`src/assert_macros.svh`:
```
// ---------------------------------------------------------------------------
// assertion macros
// concurrent checks on clk_i with rst_ni as the disable condition
// ---------------------------------------------------------------------------
`ifndef ASSERT_MACROS_SVH
`define ASSERT_MACROS_SVH

`ifndef SYNTHESIS
// property must hold at every edge outside reset
`define ASSERT_ON(name, prop, msg) \
  name: assert property (@(posedge clk_i) disable iff (!rst_ni) (prop)) else $error(msg);
// condition must never be seen outside reset
`define ASSERT_NEVER(name, cond, msg) \
  name: assert property (@(posedge clk_i) disable iff (!rst_ni) !(cond)) else $error(msg);
`else
`define ASSERT_ON(name, prop, msg)
`define ASSERT_NEVER(name, cond, msg)
`endif

`endif

```
`src/tdds_pkg.sv`:
```
// ---------------------------------------------------------------------------
// tdds_pkg
// shared types and constants of the thruster direction detect sequencer
// ---------------------------------------------------------------------------
`default_nettype none

package tdds_pkg;

  localparam int unsigned MOTOR_COUNT = 8;
  // slots in the enable mask and factor table
  localparam int unsigned MOTOR_SLOTS = 8;
  localparam int unsigned SLOT_W      = $clog2(MOTOR_SLOTS);
  localparam int unsigned MOTOR_W     = 4;
  localparam int unsigned MOTOR_LIMIT = (MOTOR_COUNT < MOTOR_SLOTS) ? MOTOR_COUNT : MOTOR_SLOTS;
  localparam logic [MOTOR_W-1:0] MOTOR_END = MOTOR_W'(MOTOR_LIMIT);

  localparam logic [10:0] NEUTRAL_PWM = 11'd1500;
  localparam logic [8:0]  MAX_OFFSET  = 9'd500;

  // sign codes, same encoding as the factor table
  localparam logic [1:0] SGN_ZERO  = 2'd0;
  localparam logic [1:0] SGN_PLUS  = 2'd1;
  localparam logic [1:0] SGN_NEVER = 2'd2;
  localparam logic [1:0] SGN_MINUS = 2'd3;

  typedef enum logic [2:0] {
    CFG_ENABLED_MASK    = 3'd0,
    CFG_FACTOR_TABLE    = 3'd1,
    CFG_TILT_THRESHOLD  = 3'd2,
    CFG_YAW_THRESHOLD   = 3'd3,
    CFG_STILL_THRESHOLD = 3'd4,
    CFG_SETTLE_TIME     = 3'd5,
    CFG_PULSE_TIME      = 3'd6,
    CFG_PULSE_OFFSET    = 3'd7
  } cfg_idx_e;

  typedef enum logic [2:0] {
    PH_STANDBY   = 3'd0,
    PH_SETTLING  = 3'd1,
    PH_THRUSTING = 3'd2,
    PH_DETECTING = 3'd3,
    PH_DONE      = 3'd4
  } phase_e;

  typedef enum logic [2:0] {
    EV_NONE     = 3'd0,
    EV_OK       = 3'd1,
    EV_REVERSED = 3'd2,
    EV_RETRY    = 3'd3,
    EV_FAILED   = 3'd4,
    EV_COMPLETE = 3'd5
  } event_e;

  typedef struct packed {
    logic [7:0]  enabled_mask;
    logic [47:0] factor_table;
    logic [14:0] tilt_threshold;
    logic [14:0] yaw_threshold;
    logic [31:0] still_threshold;
    logic [15:0] settle_time;
    logic [15:0] pulse_time;
    logic [8:0]  pulse_offset;
  } cfg_t;

  typedef struct packed {
    logic               armed;
    logic [31:0]        now_ms;
    logic signed [15:0] gyro_x;
    logic signed [15:0] gyro_y;
    logic signed [15:0] gyro_z;
    logic               pulse_accepted;
  } in_t;

  typedef struct packed {
    logic [2:0]  phase;
    logic        drive_all_neutral;
    logic        drive_one;
    logic [3:0]  drive_motor;
    logic [10:0] pwm_command;
    logic [2:0]  event_res;
    logic [3:0]  event_motor;
    logic        finish_request;
  } out_t;

  // tick after squaring and axis classification
  typedef struct packed {
    logic        armed;
    logic [31:0] now_ms;
    logic        pulse_accepted;
    logic [31:0] sq_sum;
    logic [1:0]  sgn_x;
    logic [1:0]  sgn_y;
    logic [1:0]  sgn_z;
  } pre_t;

  function automatic logic [1:0] sgn_neg(input logic [1:0] s);
    logic [1:0] r;
    case (s)
      SGN_PLUS:  r = SGN_MINUS;
      SGN_MINUS: r = SGN_PLUS;
      default:   r = s;
    endcase
    return r;
  endfunction

endpackage

`default_nettype wire

```
`src/tdds_cfg.sv`:
```
// ---------------------------------------------------------------------------
// tdds_cfg
// configuration register file, one register written per beat
// ---------------------------------------------------------------------------
`default_nettype none

module tdds_cfg (
  input  wire logic          clk_i,
  input  wire logic          rst_ni,
  input  wire logic          cfg_valid_i,
  output logic               cfg_ready_o,
  input  wire logic [2:0]    cfg_index_i,
  input  wire logic [47:0]   cfg_data_i,
  output tdds_pkg::cfg_t     cfg_o
);

  tdds_pkg::cfg_t cfg_q, cfg_d;

  assign cfg_ready_o = 1'b1;
  assign cfg_o       = cfg_q;

  always_comb begin
    cfg_d = cfg_q;
    if (cfg_valid_i) begin
      unique case (cfg_index_i)
        tdds_pkg::CFG_ENABLED_MASK:    cfg_d.enabled_mask    = cfg_data_i[7:0];
        tdds_pkg::CFG_FACTOR_TABLE:    cfg_d.factor_table    = cfg_data_i;
        tdds_pkg::CFG_TILT_THRESHOLD:  cfg_d.tilt_threshold  = cfg_data_i[14:0];
        tdds_pkg::CFG_YAW_THRESHOLD:   cfg_d.yaw_threshold   = cfg_data_i[14:0];
        tdds_pkg::CFG_STILL_THRESHOLD: cfg_d.still_threshold = cfg_data_i[31:0];
        tdds_pkg::CFG_SETTLE_TIME:     cfg_d.settle_time     = cfg_data_i[15:0];
        tdds_pkg::CFG_PULSE_TIME:      cfg_d.pulse_time      = cfg_data_i[15:0];
        tdds_pkg::CFG_PULSE_OFFSET:    cfg_d.pulse_offset    = cfg_data_i[8:0];
        default: ;
      endcase
    end
  end

  always_ff @(posedge clk_i or negedge rst_ni) begin
    if (!rst_ni) begin
      cfg_q.enabled_mask    <= 8'd255;
      cfg_q.factor_table    <= 48'd0;
      cfg_q.tilt_threshold  <= 15'd1638;
      cfg_q.yaw_threshold   <= 15'd2048;
      cfg_q.still_threshold <= 32'd167772;
      cfg_q.settle_time     <= 16'd500;
      cfg_q.pulse_time      <= 16'd500;
      cfg_q.pulse_offset    <= 9'd300;
    end else begin
      cfg_q <= cfg_d;
    end
  end

endmodule

`default_nettype wire

```
`src/tdds_pre.sv`:
```
// ---------------------------------------------------------------------------
// tdds_pre
// squares the gyro rates and classes each axis, then registers the tick
// ---------------------------------------------------------------------------
`default_nettype none

`include "assert_macros.svh"

module tdds_pre (
  input  wire logic           clk_i,
  input  wire logic           rst_ni,
  input  wire tdds_pkg::cfg_t cfg_i,
  input  wire logic           up_valid_i,
  output logic                up_ready_o,
  input  wire tdds_pkg::in_t  up_data_i,
  output logic                dn_valid_o,
  input  wire logic           dn_ready_i,
  output tdds_pkg::pre_t      dn_data_o
);

  logic           b_valid_q, b_valid_d;
  tdds_pkg::pre_t b_data_q, b_data_d;

  logic signed [31:0] sq_x, sq_y, sq_z;

  function automatic logic [1:0] classify(input logic signed [15:0] g,
                                          input logic [14:0] thr);
    logic signed [16:0] g_ext;
    logic signed [16:0] t_pos;
    logic signed [16:0] t_neg;
    logic [1:0]         s;
    g_ext = {g[15], g};
    t_pos = {2'b00, thr};
    t_neg = -t_pos;
    if (g_ext > t_pos) begin
      s = tdds_pkg::SGN_PLUS;
    end else if (g_ext < t_neg) begin
      s = tdds_pkg::SGN_MINUS;
    end else begin
      s = tdds_pkg::SGN_ZERO;
    end
    return s;
  endfunction

  assign up_ready_o = !b_valid_q || dn_ready_i;

  // each square is at most 2^30, so the sum of three fits 32 bits
  assign sq_x = up_data_i.gyro_x * up_data_i.gyro_x;
  assign sq_y = up_data_i.gyro_y * up_data_i.gyro_y;
  assign sq_z = up_data_i.gyro_z * up_data_i.gyro_z;

  always_comb begin
    b_data_d.armed          = up_data_i.armed;
    b_data_d.now_ms         = up_data_i.now_ms;
    b_data_d.pulse_accepted = up_data_i.pulse_accepted;
    b_data_d.sq_sum         = $unsigned(sq_x) + $unsigned(sq_y) + $unsigned(sq_z);
    b_data_d.sgn_x          = classify(up_data_i.gyro_x, cfg_i.tilt_threshold);
    b_data_d.sgn_y          = classify(up_data_i.gyro_y, cfg_i.tilt_threshold);
    b_data_d.sgn_z          = classify(up_data_i.gyro_z, cfg_i.yaw_threshold);
  end

  assign b_valid_d = up_ready_o ? up_valid_i : b_valid_q;

  always_ff @(posedge clk_i or negedge rst_ni) begin
    if (!rst_ni) begin
      b_valid_q <= 1'b0;
    end else begin
      b_valid_q <= b_valid_d;
    end
  end

  always_ff @(posedge clk_i) begin
    if (up_ready_o && up_valid_i) begin
      b_data_q <= b_data_d;
    end
  end

  assign dn_valid_o = b_valid_q;
  assign dn_data_o  = b_data_q;

  `ASSERT_ON(a_pre_hold, b_valid_q && !dn_ready_i |=> b_valid_q, "pre stage lost a tick")

endmodule

`default_nettype wire

```
`src/tdds_seq.sv`:
```
// ---------------------------------------------------------------------------
// tdds_seq
// phase sequencer state and the registered result of each tick
// ---------------------------------------------------------------------------
`default_nettype none

`include "assert_macros.svh"

module tdds_seq (
  input  wire logic           clk_i,
  input  wire logic           rst_ni,
  input  wire tdds_pkg::cfg_t cfg_i,
  input  wire logic           up_valid_i,
  output logic                up_ready_o,
  input  wire tdds_pkg::pre_t up_data_i,
  output logic                out_valid_o,
  input  wire logic           out_stall_i,
  output tdds_pkg::out_t      out_data_o
);

  tdds_pkg::phase_e                  phase_q, phase_d;
  logic [tdds_pkg::MOTOR_W-1:0]      mut_q, mut_d;
  logic                              down_q, down_d;
  logic [31:0]                       still_q, still_d;
  logic [31:0]                       pstart_q, pstart_d;

  logic           o_valid_q, o_valid_d;
  tdds_pkg::out_t res_q, res_d;
  logic           step;

  logic [tdds_pkg::MOTOR_W-1:0] mut_nxt;
  logic                         nxt_enabled;
  logic                         mut_in_table;
  logic [8:0]                   off;
  logic [1:0]                   s_x, s_y, s_z;
  logic [1:0]                   c_x, c_y, c_z;
  logic                         same, inverse;
  logic [31:0]                  settle_el, pulse_el;

  function automatic logic [1:0] fac_code(input logic [47:0] tbl,
                                          input logic [tdds_pkg::SLOT_W-1:0] m,
                                          input int unsigned a);
    return tbl[6*m + 2*a +: 2];
  endfunction

  assign up_ready_o = !o_valid_q || !out_stall_i;
  assign step       = up_valid_i && up_ready_o;

  assign mut_nxt      = mut_q + tdds_pkg::MOTOR_W'(1);
  assign nxt_enabled  = (mut_nxt < tdds_pkg::MOTOR_END) &&
                        cfg_i.enabled_mask[mut_nxt[tdds_pkg::SLOT_W-1:0]];
  assign mut_in_table = mut_q < tdds_pkg::MOTOR_END;

  assign off = (cfg_i.pulse_offset > tdds_pkg::MAX_OFFSET) ? tdds_pkg::MAX_OFFSET
                                                           : cfg_i.pulse_offset;

  // observed signs scaled by the pulse direction
  assign s_x = down_q ? tdds_pkg::sgn_neg(up_data_i.sgn_x) : up_data_i.sgn_x;
  assign s_y = down_q ? tdds_pkg::sgn_neg(up_data_i.sgn_y) : up_data_i.sgn_y;
  assign s_z = down_q ? tdds_pkg::sgn_neg(up_data_i.sgn_z) : up_data_i.sgn_z;

  // motors outside the table get the never-matching code
  always_comb begin
    c_x = tdds_pkg::SGN_NEVER;
    c_y = tdds_pkg::SGN_NEVER;
    c_z = tdds_pkg::SGN_NEVER;
    if (mut_in_table) begin
      c_x = fac_code(cfg_i.factor_table, mut_q[tdds_pkg::SLOT_W-1:0], 0);
      c_y = fac_code(cfg_i.factor_table, mut_q[tdds_pkg::SLOT_W-1:0], 1);
      c_z = fac_code(cfg_i.factor_table, mut_q[tdds_pkg::SLOT_W-1:0], 2);
    end
  end

  assign same    = (c_x == s_x) && (c_y == s_y) && (c_z == s_z);
  assign inverse = (c_x == tdds_pkg::sgn_neg(s_x)) && (c_y == tdds_pkg::sgn_neg(s_y)) &&
                   (c_z == tdds_pkg::sgn_neg(s_z));

  assign settle_el = up_data_i.now_ms - still_q;
  assign pulse_el  = up_data_i.now_ms - pstart_q;

  always_comb begin
    phase_d  = phase_q;
    mut_d    = mut_q;
    down_d   = down_q;
    still_d  = still_q;
    pstart_d = pstart_q;

    res_d                   = '0;
    res_d.pwm_command       = tdds_pkg::NEUTRAL_PWM;
    res_d.event_res         = tdds_pkg::EV_NONE;

    if (!up_data_i.armed) begin
      res_d.drive_all_neutral = 1'b1;
      phase_d                 = tdds_pkg::PH_STANDBY;
    end else begin
      unique case (phase_q)
        tdds_pkg::PH_STANDBY: begin
          down_d  = 1'b0;
          mut_d   = '0;
          still_d = up_data_i.now_ms;
          phase_d = tdds_pkg::PH_SETTLING;
        end
        tdds_pkg::PH_SETTLING: begin
          res_d.drive_all_neutral = 1'b1;
          if (up_data_i.sq_sum > cfg_i.still_threshold) begin
            still_d = up_data_i.now_ms;
          end else if (settle_el > {16'd0, cfg_i.settle_time}) begin
            phase_d  = tdds_pkg::PH_THRUSTING;
            pstart_d = up_data_i.now_ms;
          end
        end
        tdds_pkg::PH_THRUSTING: begin
          if (pulse_el < {16'd0, cfg_i.pulse_time}) begin
            res_d.drive_one   = 1'b1;
            res_d.drive_motor = mut_q;
            res_d.pwm_command = down_q ? tdds_pkg::NEUTRAL_PWM - {2'b00, off}
                                       : tdds_pkg::NEUTRAL_PWM + {2'b00, off};
            if (!up_data_i.pulse_accepted) begin
              phase_d = tdds_pkg::PH_DONE;
            end
          end else begin
            phase_d = tdds_pkg::PH_DETECTING;
          end
        end
        tdds_pkg::PH_DETECTING: begin
          res_d.event_motor = mut_q;
          if (!same && !inverse) begin
            if (down_q) begin
              res_d.event_res = tdds_pkg::EV_FAILED;
              phase_d         = tdds_pkg::PH_DONE;
            end else begin
              res_d.event_res = tdds_pkg::EV_RETRY;
              down_d          = 1'b1;
              phase_d         = tdds_pkg::PH_SETTLING;
            end
          end else begin
            res_d.event_res = same ? tdds_pkg::EV_OK : tdds_pkg::EV_REVERSED;
            phase_d         = tdds_pkg::PH_SETTLING;
            mut_d           = mut_nxt;
            down_d          = 1'b0;
            if (!nxt_enabled) begin
              phase_d = tdds_pkg::PH_DONE;
              if (same) begin
                res_d.event_res = tdds_pkg::EV_COMPLETE;
              end
            end
          end
        end
        tdds_pkg::PH_DONE: begin
          res_d.finish_request = 1'b1;
        end
        default: begin
          phase_d = tdds_pkg::PH_STANDBY;
        end
      endcase
    end

    res_d.phase = phase_d;
  end

  assign o_valid_d = up_ready_o ? up_valid_i : o_valid_q;

  always_ff @(posedge clk_i or negedge rst_ni) begin
    if (!rst_ni) begin
      phase_q   <= tdds_pkg::PH_STANDBY;
      mut_q     <= '0;
      down_q    <= 1'b0;
      still_q   <= 32'd0;
      pstart_q  <= 32'd0;
      o_valid_q <= 1'b0;
    end else begin
      o_valid_q <= o_valid_d;
      if (step) begin
        phase_q  <= phase_d;
        mut_q    <= mut_d;
        down_q   <= down_d;
        still_q  <= still_d;
        pstart_q <= pstart_d;
      end
    end
  end

  always_ff @(posedge clk_i) begin
    if (step) begin
      res_q <= res_d;
    end
  end

  assign out_valid_o = o_valid_q;
  assign out_data_o  = res_q;

  `ASSERT_NEVER(a_drive_excl,
                o_valid_q && res_q.drive_one && res_q.drive_all_neutral,
                "pulse and neutral together")
  `ASSERT_ON(a_drive_phase,
             o_valid_q && res_q.drive_one |-> res_q.phase == tdds_pkg::PH_THRUSTING ||
                                             res_q.phase == tdds_pkg::PH_DONE,
             "pulse outside thrusting")
  `ASSERT_ON(a_finish_done,
             o_valid_q && res_q.finish_request |-> res_q.phase == tdds_pkg::PH_DONE,
             "finish outside done")

endmodule

`default_nettype wire

```
`src/thruster_direction_detect_sequencer.sv`:
```
// ---------------------------------------------------------------------------
// thruster_direction_detect_sequencer
// tests each thruster in turn for wiring direction from gyro response
// ---------------------------------------------------------------------------
//
//   channel | direction | handshake              | beat
//   --------+-----------+------------------------+---------------------------
//   in      | input     | in_valid_i / in_stall_o   | one control tick (in_t)
//   out     | output    | out_valid_o / out_stall_i | one tick result (out_t)
//   cfg     | input     | cfg_valid_i / cfg_ready_o | register index and data
//
// one tick accepted per cycle while out_stall_i is low; each tick passes through
// input register, square and classify register, sequencer result register
// the sequencer state is updated in the same cycle that loads the result
// register, so consecutive ticks need no gap
// reset puts the sequencer in standby and the config registers at defaults
// out_stall_i holds each full stage and ripples back to in_stall_o through
// the stage ready terms; an empty stage keeps taking beats
// ---------------------------------------------------------------------------
`default_nettype none

`include "assert_macros.svh"

module thruster_direction_detect_sequencer (
  input  wire logic          clk_i,
  input  wire logic          rst_ni,
  // tick input
  input  wire logic          in_valid_i,
  output logic               in_stall_o,
  input  wire tdds_pkg::in_t in_data_i,
  // result output
  output logic               out_valid_o,
  input  wire logic          out_stall_i,
  output tdds_pkg::out_t     out_data_o,
  // configuration writes
  input  wire logic          cfg_valid_i,
  output logic               cfg_ready_o,
  input  wire logic [2:0]    cfg_index_i,
  input  wire logic [47:0]   cfg_data_i
);

  tdds_pkg::cfg_t cfg;

  // input register stage
  logic          a_valid_q, a_valid_d;
  tdds_pkg::in_t a_data_q;
  logic          a_ready;

  // pre stage to sequencer
  logic           pre_ready;
  logic           b_valid;
  tdds_pkg::pre_t b_data;
  logic           seq_ready;

  tdds_cfg u_cfg (
    .clk_i       (clk_i),
    .rst_ni      (rst_ni),
    .cfg_valid_i (cfg_valid_i),
    .cfg_ready_o (cfg_ready_o),
    .cfg_index_i (cfg_index_i),
    .cfg_data_i  (cfg_data_i),
    .cfg_o       (cfg)
  );

  // stage takes a beat when empty or when its contents move on
  assign a_ready    = !a_valid_q || pre_ready;
  assign in_stall_o = !a_ready;
  assign a_valid_d  = a_ready ? in_valid_i : a_valid_q;

  always_ff @(posedge clk_i or negedge rst_ni) begin
    if (!rst_ni) begin
      a_valid_q <= 1'b0;
    end else begin
      a_valid_q <= a_valid_d;
    end
  end

  // payload only, no reset needed
  always_ff @(posedge clk_i) begin
    if (a_ready && in_valid_i) begin
      a_data_q <= in_data_i;
    end
  end

  // gyro magnitude and axis sign classes
  tdds_pre u_pre (
    .clk_i      (clk_i),
    .rst_ni     (rst_ni),
    .cfg_i      (cfg),
    .up_valid_i (a_valid_q),
    .up_ready_o (pre_ready),
    .up_data_i  (a_data_q),
    .dn_valid_o (b_valid),
    .dn_ready_i (seq_ready),
    .dn_data_o  (b_data)
  );

  // phase sequencer with the result register
  tdds_seq u_seq (
    .clk_i       (clk_i),
    .rst_ni      (rst_ni),
    .cfg_i       (cfg),
    .up_valid_i  (b_valid),
    .up_ready_o  (seq_ready),
    .up_data_i   (b_data),
    .out_valid_o (out_valid_o),
    .out_stall_i (out_stall_i),
    .out_data_o  (out_data_o)
  );

  `ASSERT_ON(a_in_hold, a_valid_q && !pre_ready |=> a_valid_q, "input stage lost a tick")

endmodule

`default_nettype wire
```
`config.mk`:
```
export PLATFORM = sky130hd
export DESIGN_NAME = thruster_direction_detect_sequencer
export DESIGN_NICKNAME = d
export VERILOG_FILES = /design/src/tdds_pkg.sv /design/src/tdds_cfg.sv /design/src/tdds_pre.sv /design/src/tdds_seq.sv /design/src/thruster_direction_detect_sequencer.sv
export VERILOG_INCLUDE_DIRS = /design/src /design/src/src
export SDC_FILE = /design/constraint.sdc
export NUM_CORES = 2
export LEC_CHECK = 0
export ABC_AREA = 1
export BUFFER_PORTS_ARGS = -buffer_cell sky130_fd_sc_hd__buf_2
export CORE_ASPECT_RATIO = 2
export CORE_UTILIZATION = 30
export CTS_CLUSTER_SIZE = 16
export DETAILED_ROUTE_END_ITERATION = 16
export PLACE_DENSITY = 0.46
export RECOVER_POWER = 25
export SYNTH_ARGS = -nofsm -noshare
export SYNTH_HDL_FRONTEND = slang
export SYNTH_HIERARCHICAL = 1
export SYNTH_SLANG_ARGS = --single-unit
```
`constraint.sdc`:
```
create_clock -name clk_i -period 7.9 [get_ports clk_i]
set_input_delay 0.395 -clock clk_i [delete_from_list [all_inputs] [get_ports clk_i]]
set_output_delay 0.395 -clock clk_i [all_outputs]
set_load 0.005 [all_outputs]
```
# Word level (Yosys, flattened, before mapping)
# Index checks and enable logic that the tools add are counted.
# op_classes
addsub	11
mul	4
n_lt_le_gt_ge	13
eq_ne	31
n_shift	3
mux	42
bitwise_logic	1
n_reduce_logical	38
# op_table
op	count
$mul 16x16->32	3
$shiftx 48x33->2	2
$add 32x32->32	2
$pmux 32 s2	1
$sub 32x32->32	2
$lt 16x17->1	3
$gt 16x16->1	3
$shiftx 48x7->2	1
$mux 3	12
$neg 15->17	2
$gt 32x16->1	1
$gt 32x32->1	1
$lt 32x16->1	1
$mux 32	1
$pmux 2 s2	6
$mux 2	10
$reduce_and 2->1	10
$mux 16	1
$eq 3x3->1 const B	5
$pmux 3 s5	1
$eq 2x1->1 const B	6
$eq 2x2->1	6
$eq 2x2->1 const B	6
$eq 3x2->1 const B	4
28 further kinds	53
# word_totals
regBits	416
input_bits	138
output_inout_bits	31
word_cells	180

# Depth between registers and ports, before layout
# depth
ltp_word	13
depth_mapped	34
ltp_nobuf	33

# Cells and area by module
# The synthesis kept the hierarchy.
# modules_own_cells
module	n_inst	cells_each	area_per_inst_um2	seq_area_each_um2
tdds_pre	1	3542	32153.3	2187.1
tdds_seq	1	1982	11992.8	2667.6
tdds_cfg	1	709	6262.3	4030.1
thruster_direction_detect_sequencer	1	89	2519.9	2487.4

# Worst setup path before layout
# OpenSTA, ideal clock, no wires.
# synth_timing
kind	register to register
from	register a_data_q[20] (netlist bit)
to	register u_pre.b_data_q (netlist bit u_pre/dn_data_o[35]), data pin
setup_ps	257
arrival_ps	7392
required_ps	7643
setup_slack_ps	250
path_stages_with_launch	26
n_path_buf	2
synth_period_minus_slack_ps	7650
cell_sequence	edfxtp_1 clkbuf_1 clkbuf_1 nand2_1 fa_1 inv_1 fa_1 inv_1 fa_1 fa_1 fa_1 inv_1 fa_1 fa_1 fa_1 inv_1 fa_1 inv_1 ha_1 a21oi_1 o21ai_0 a21oi_1 nand3_2 nand3_1 nand2_1 xor2_1
# synth_rtl
element	line	source
from (decl)	thruster_direction_detect_sequencer.sv:46	tdds_pkg::in_t a_data_q;
from (signal assigned)	thruster_direction_detect_sequencer.sv:81	a_data_q <= in_data_i;
to (signal assigned)	tdds_pre.sv:74	b_data_q <= b_data_d;
to (decl)	tdds_pre.sv:22	tdds_pkg::pre_t b_data_q, b_data_d;

==> out/qor.yml <==
yosys:
  syn_area_um2: 52900
  yosysTopAreaCellShare_pct: 31.1
  synth.area.top_cells: "fa_1 (31%), inv_1 (12%), nand2_1 (12%)"
  synth_commonest_cells: "inv_1 (1676), nand2_1 (1643), fa_1 (822), ha_1 (430), nor2_1 (285)"
  synth.yosys.warnings: 6
  seq_area_frac_synth_pct: 21.5
  yosysTopAreaCell: "fa_1"
  synth_edf_count: 182
  ys_types: 58
  syn_inst: 6322
  synth-main-ff-cell: "dfrtp_1"
  yosysMostFrequentCell: "inv_1"
  syn_nets: 7712
  synth_area_per_cell_um2: 8.37
  synth-seq-cells: 416
  async_reset_ff_share_pct: 56.3
sta:
  rsz0062_at_grt: "yes"
  skew_ns: 0.0402
  period_needed_ns: 7.70
  maxSlewHeadroom_pct: -115
  period_share_pct: 97.5
  final-hold-violation-count: 0
  finalSetupTns_ns: 0
  finalSetupViolCount: 0
  tightest_slew_ns: 3.23
  fmax_mhz: 130
  maxSlewViolCount: 145
placement:
  dp_hpwl_mm: 173
  port_buffers: 167
  gp_congestion: 0.942
clock_tree:
  numCtsBuffers: 49
  htreeDepth: 2
  cts_tree: "yes"
  clock_tree.buffer_depth: 3
  worstSkewPairLatency_ns: 0.71
  root_buffer: "clkbuf_16"
  cts_sinks: 416
  cts.reportedPaths.clkPinSlew_ns: 0.06
critical_path:
  r2r_cells: 30
  reg2reg_from: "a_data_q[22]$_DFFE_PP_"
  crit_fanout: 9
  r2r_slack_ns: 0.20
  max_stage_delay_ns: 0.55
  arrival_ns: 8.16
  r2r_end: "u_pre/dn_data_o[33]$_DFFE_PP_"
  path_class: "flip-flop to flip-flop"
  startpoint_type: "flip-flop"
  cp_num_cells: 30
  worstSetupEndpointType: "flip-flop"
  critPathBufInv: 12
  cp_top_family: "adder cells"
  cpMaxStageDelayCell: "fa_2"
  crit_required_ns: 8.36
  cp_common_cell: "inv_1"
floorplan:
  num_rows: 217
  core_um2: 175000
  dieWidth_um: 299
  dieArea_um2: 178000
  ioPinCount: 169
  fp.dieH_um: 596
  initial_utilization_pct: 30.3
routing:
  wl_mm: 203
  wl_met2_mm: 117
  wire_per_inst_um: 22.2
  drtIter0Drc: 1837
  route.detailed.drc: 0
  firstDrtPassIters: 6
  wl_met3_mm: 5.07
  vias_per_cell: 4.57
  drtAntennaViolNets: 0
  maxUsedRoutingLayer: "met5"
  wl_met1_mm: 57.9
  num_vias: 41700
layout:
  area_growth_pct: 16.8
  fillCellCount: 18600
  fin_nets: 8178
  final_layout_size_suffix_gt1_share_pct: 10.4
min_path:
  hold_path.class: "input pin to flip-flop"
  worstHoldPathCells: 3
  min_to: "u_cfg/cfg_o[34]$_DFFE_PN0P_"
  hold_start: "cfg_data_i[9]"
global_routing:
  grt_max_degree: 69
  grt_pass1_vias: 46600
  overflow: 0
  gr-usage-all-layers_pct: 23.2
  grt_pass1_wl_mm: 295
  antenna_found_initial: 10
flow_run:
  max_cap_violations: 3
run_status:
  violations: "max-capacitance violations, max-slew violations"
  status: "finished, violations left"
timing repair:
item	4_1_cts	5_1_grt
endpoints found under the setup margin	11	15
endpoints found under the hold margin	185	0
buffers inserted	4	27
pin swaps	0	20
gates resized for setup	0	59
hold buffers	119	0
flip-flops by register name, indices dropped and copies added, names as in the netlist:
register,cells
u_cfg/cfg_o,159
a_data_q,82
u_pre/dn_data_o,72
u_seq/pstart_q,32
u_seq/still_q,32
u_seq/out_data_o,28
u_seq/mut_q,4
u_seq/phase_q,3
a_valid_q,1
u_pre/dn_valid_o,1
u_seq/down_q,1
u_seq/out_valid_o,1
cells in the final DEF, fill, tap and decap left out, drive strengths merged, types with 69 or more instances in the layout:
cell	count
ha	430
o21ai	69
fa	822
clkbuf	87
nor2	304
edfxtp	182
a21oi	199
nand3	266
inv	1687
nand2	1655
xor2	97
dlygate4sd3	119
buf	428
dfrtp	193
worst register-to-register path: cells and delay by family, from the launching register on:
family	cells	cell delay [ns]
fa+ha+maj	10	4.73
xor+xnor	1	0.13
simple gates	5	0.56
flops	1	0.41
compound gates	2	0.32
buf+inv	12	1.28
logic make-up after synthesis:
| logic type | count (synthesis) | share of synthesized area (%) |
|---|---|---|
| buffers and inverters | 1849 | 13.3 |
| flip-flops | 416 | 21.5 |
| AO/OA/AOI/OAI | 330 | 3.68 |
| adder cells (fa/ha/maj) | 1252 | 41.3 |
| multiplexers | 1 | 0.0189 |
| XOR/XNOR | 117 | 1.94 |
| AND/OR/NAND/NOR | 2356 | 18.3 |
| other | 1 | 0.00709 |
layout make-up:
type	count	area (um^2)	share of cell area [%]
antenna	6	15.0	0.0243
clock buffer	57	1290	2.08
clock inverter	35	494	0.799
inverter	1687	6350	10.3
multi-input combinational	4057	34700	56.2
sequential	416	11400	18.4
tap	2299	2880	4.65
timing repair buffer	577	4710	7.62
per-stage QoR:
step	hold WS, ns	util (%)	std cells	cell area, um^2	setup WS [ns]
6_report	0.0925	35.4	9134	61800	0.198
5_1_grt	0.0900	35.4	9131	61800	-0.00788
4_1_cts	0.0453	35.1	9101	61500	0.0134
3_5_place_dp	0.356	33.4	8886	58400	-0.168
3_3_place_gp	0.355	33.4	8886	58400	-0.123
2_1_floorplan	0.0994	-	6322	52900	0.250
worst max-delay path by stage:
stage | startpoint | to | slack [ns]
CTS | a_data_q[32]$_DFFE_PP_ | u_pre/dn_data_o[36]$_DFFE_PP_ | 0.01
detailed placement | a_data_q[44]$_DFFE_PP_ | u_pre/dn_data_o[33]$_DFFE_PP_ | -0.17
finish | a_data_q[22]$_DFFE_PP_ | u_pre/dn_data_o[33]$_DFFE_PP_ | 0.20
floorplan | a_data_q[20]$_DFFE_PP_ | u_pre/dn_data_o[35]$_DFFE_PP_ | 0.25
global placement | a_data_q[44]$_DFFE_PP_ | u_pre/dn_data_o[37]$_DFFE_PP_ | -0.12
global route | a_data_q[32]$_DFFE_PP_ | u_pre/dn_data_o[31]$_DFFE_PP_ | -0.008
per-layer routing:
metal / vias up / global-route usage (%)
li1: 19600 / -
met1: 20800 / 18.8
met2: 904 / 47.4
met3: 489 / 2.04
met4: 8 / 21.1
met5: - / 0
Power is left out: the tool's default activity adds up to more than one toggle a clock period on the data nets, which glitch-free logic cannot reach.
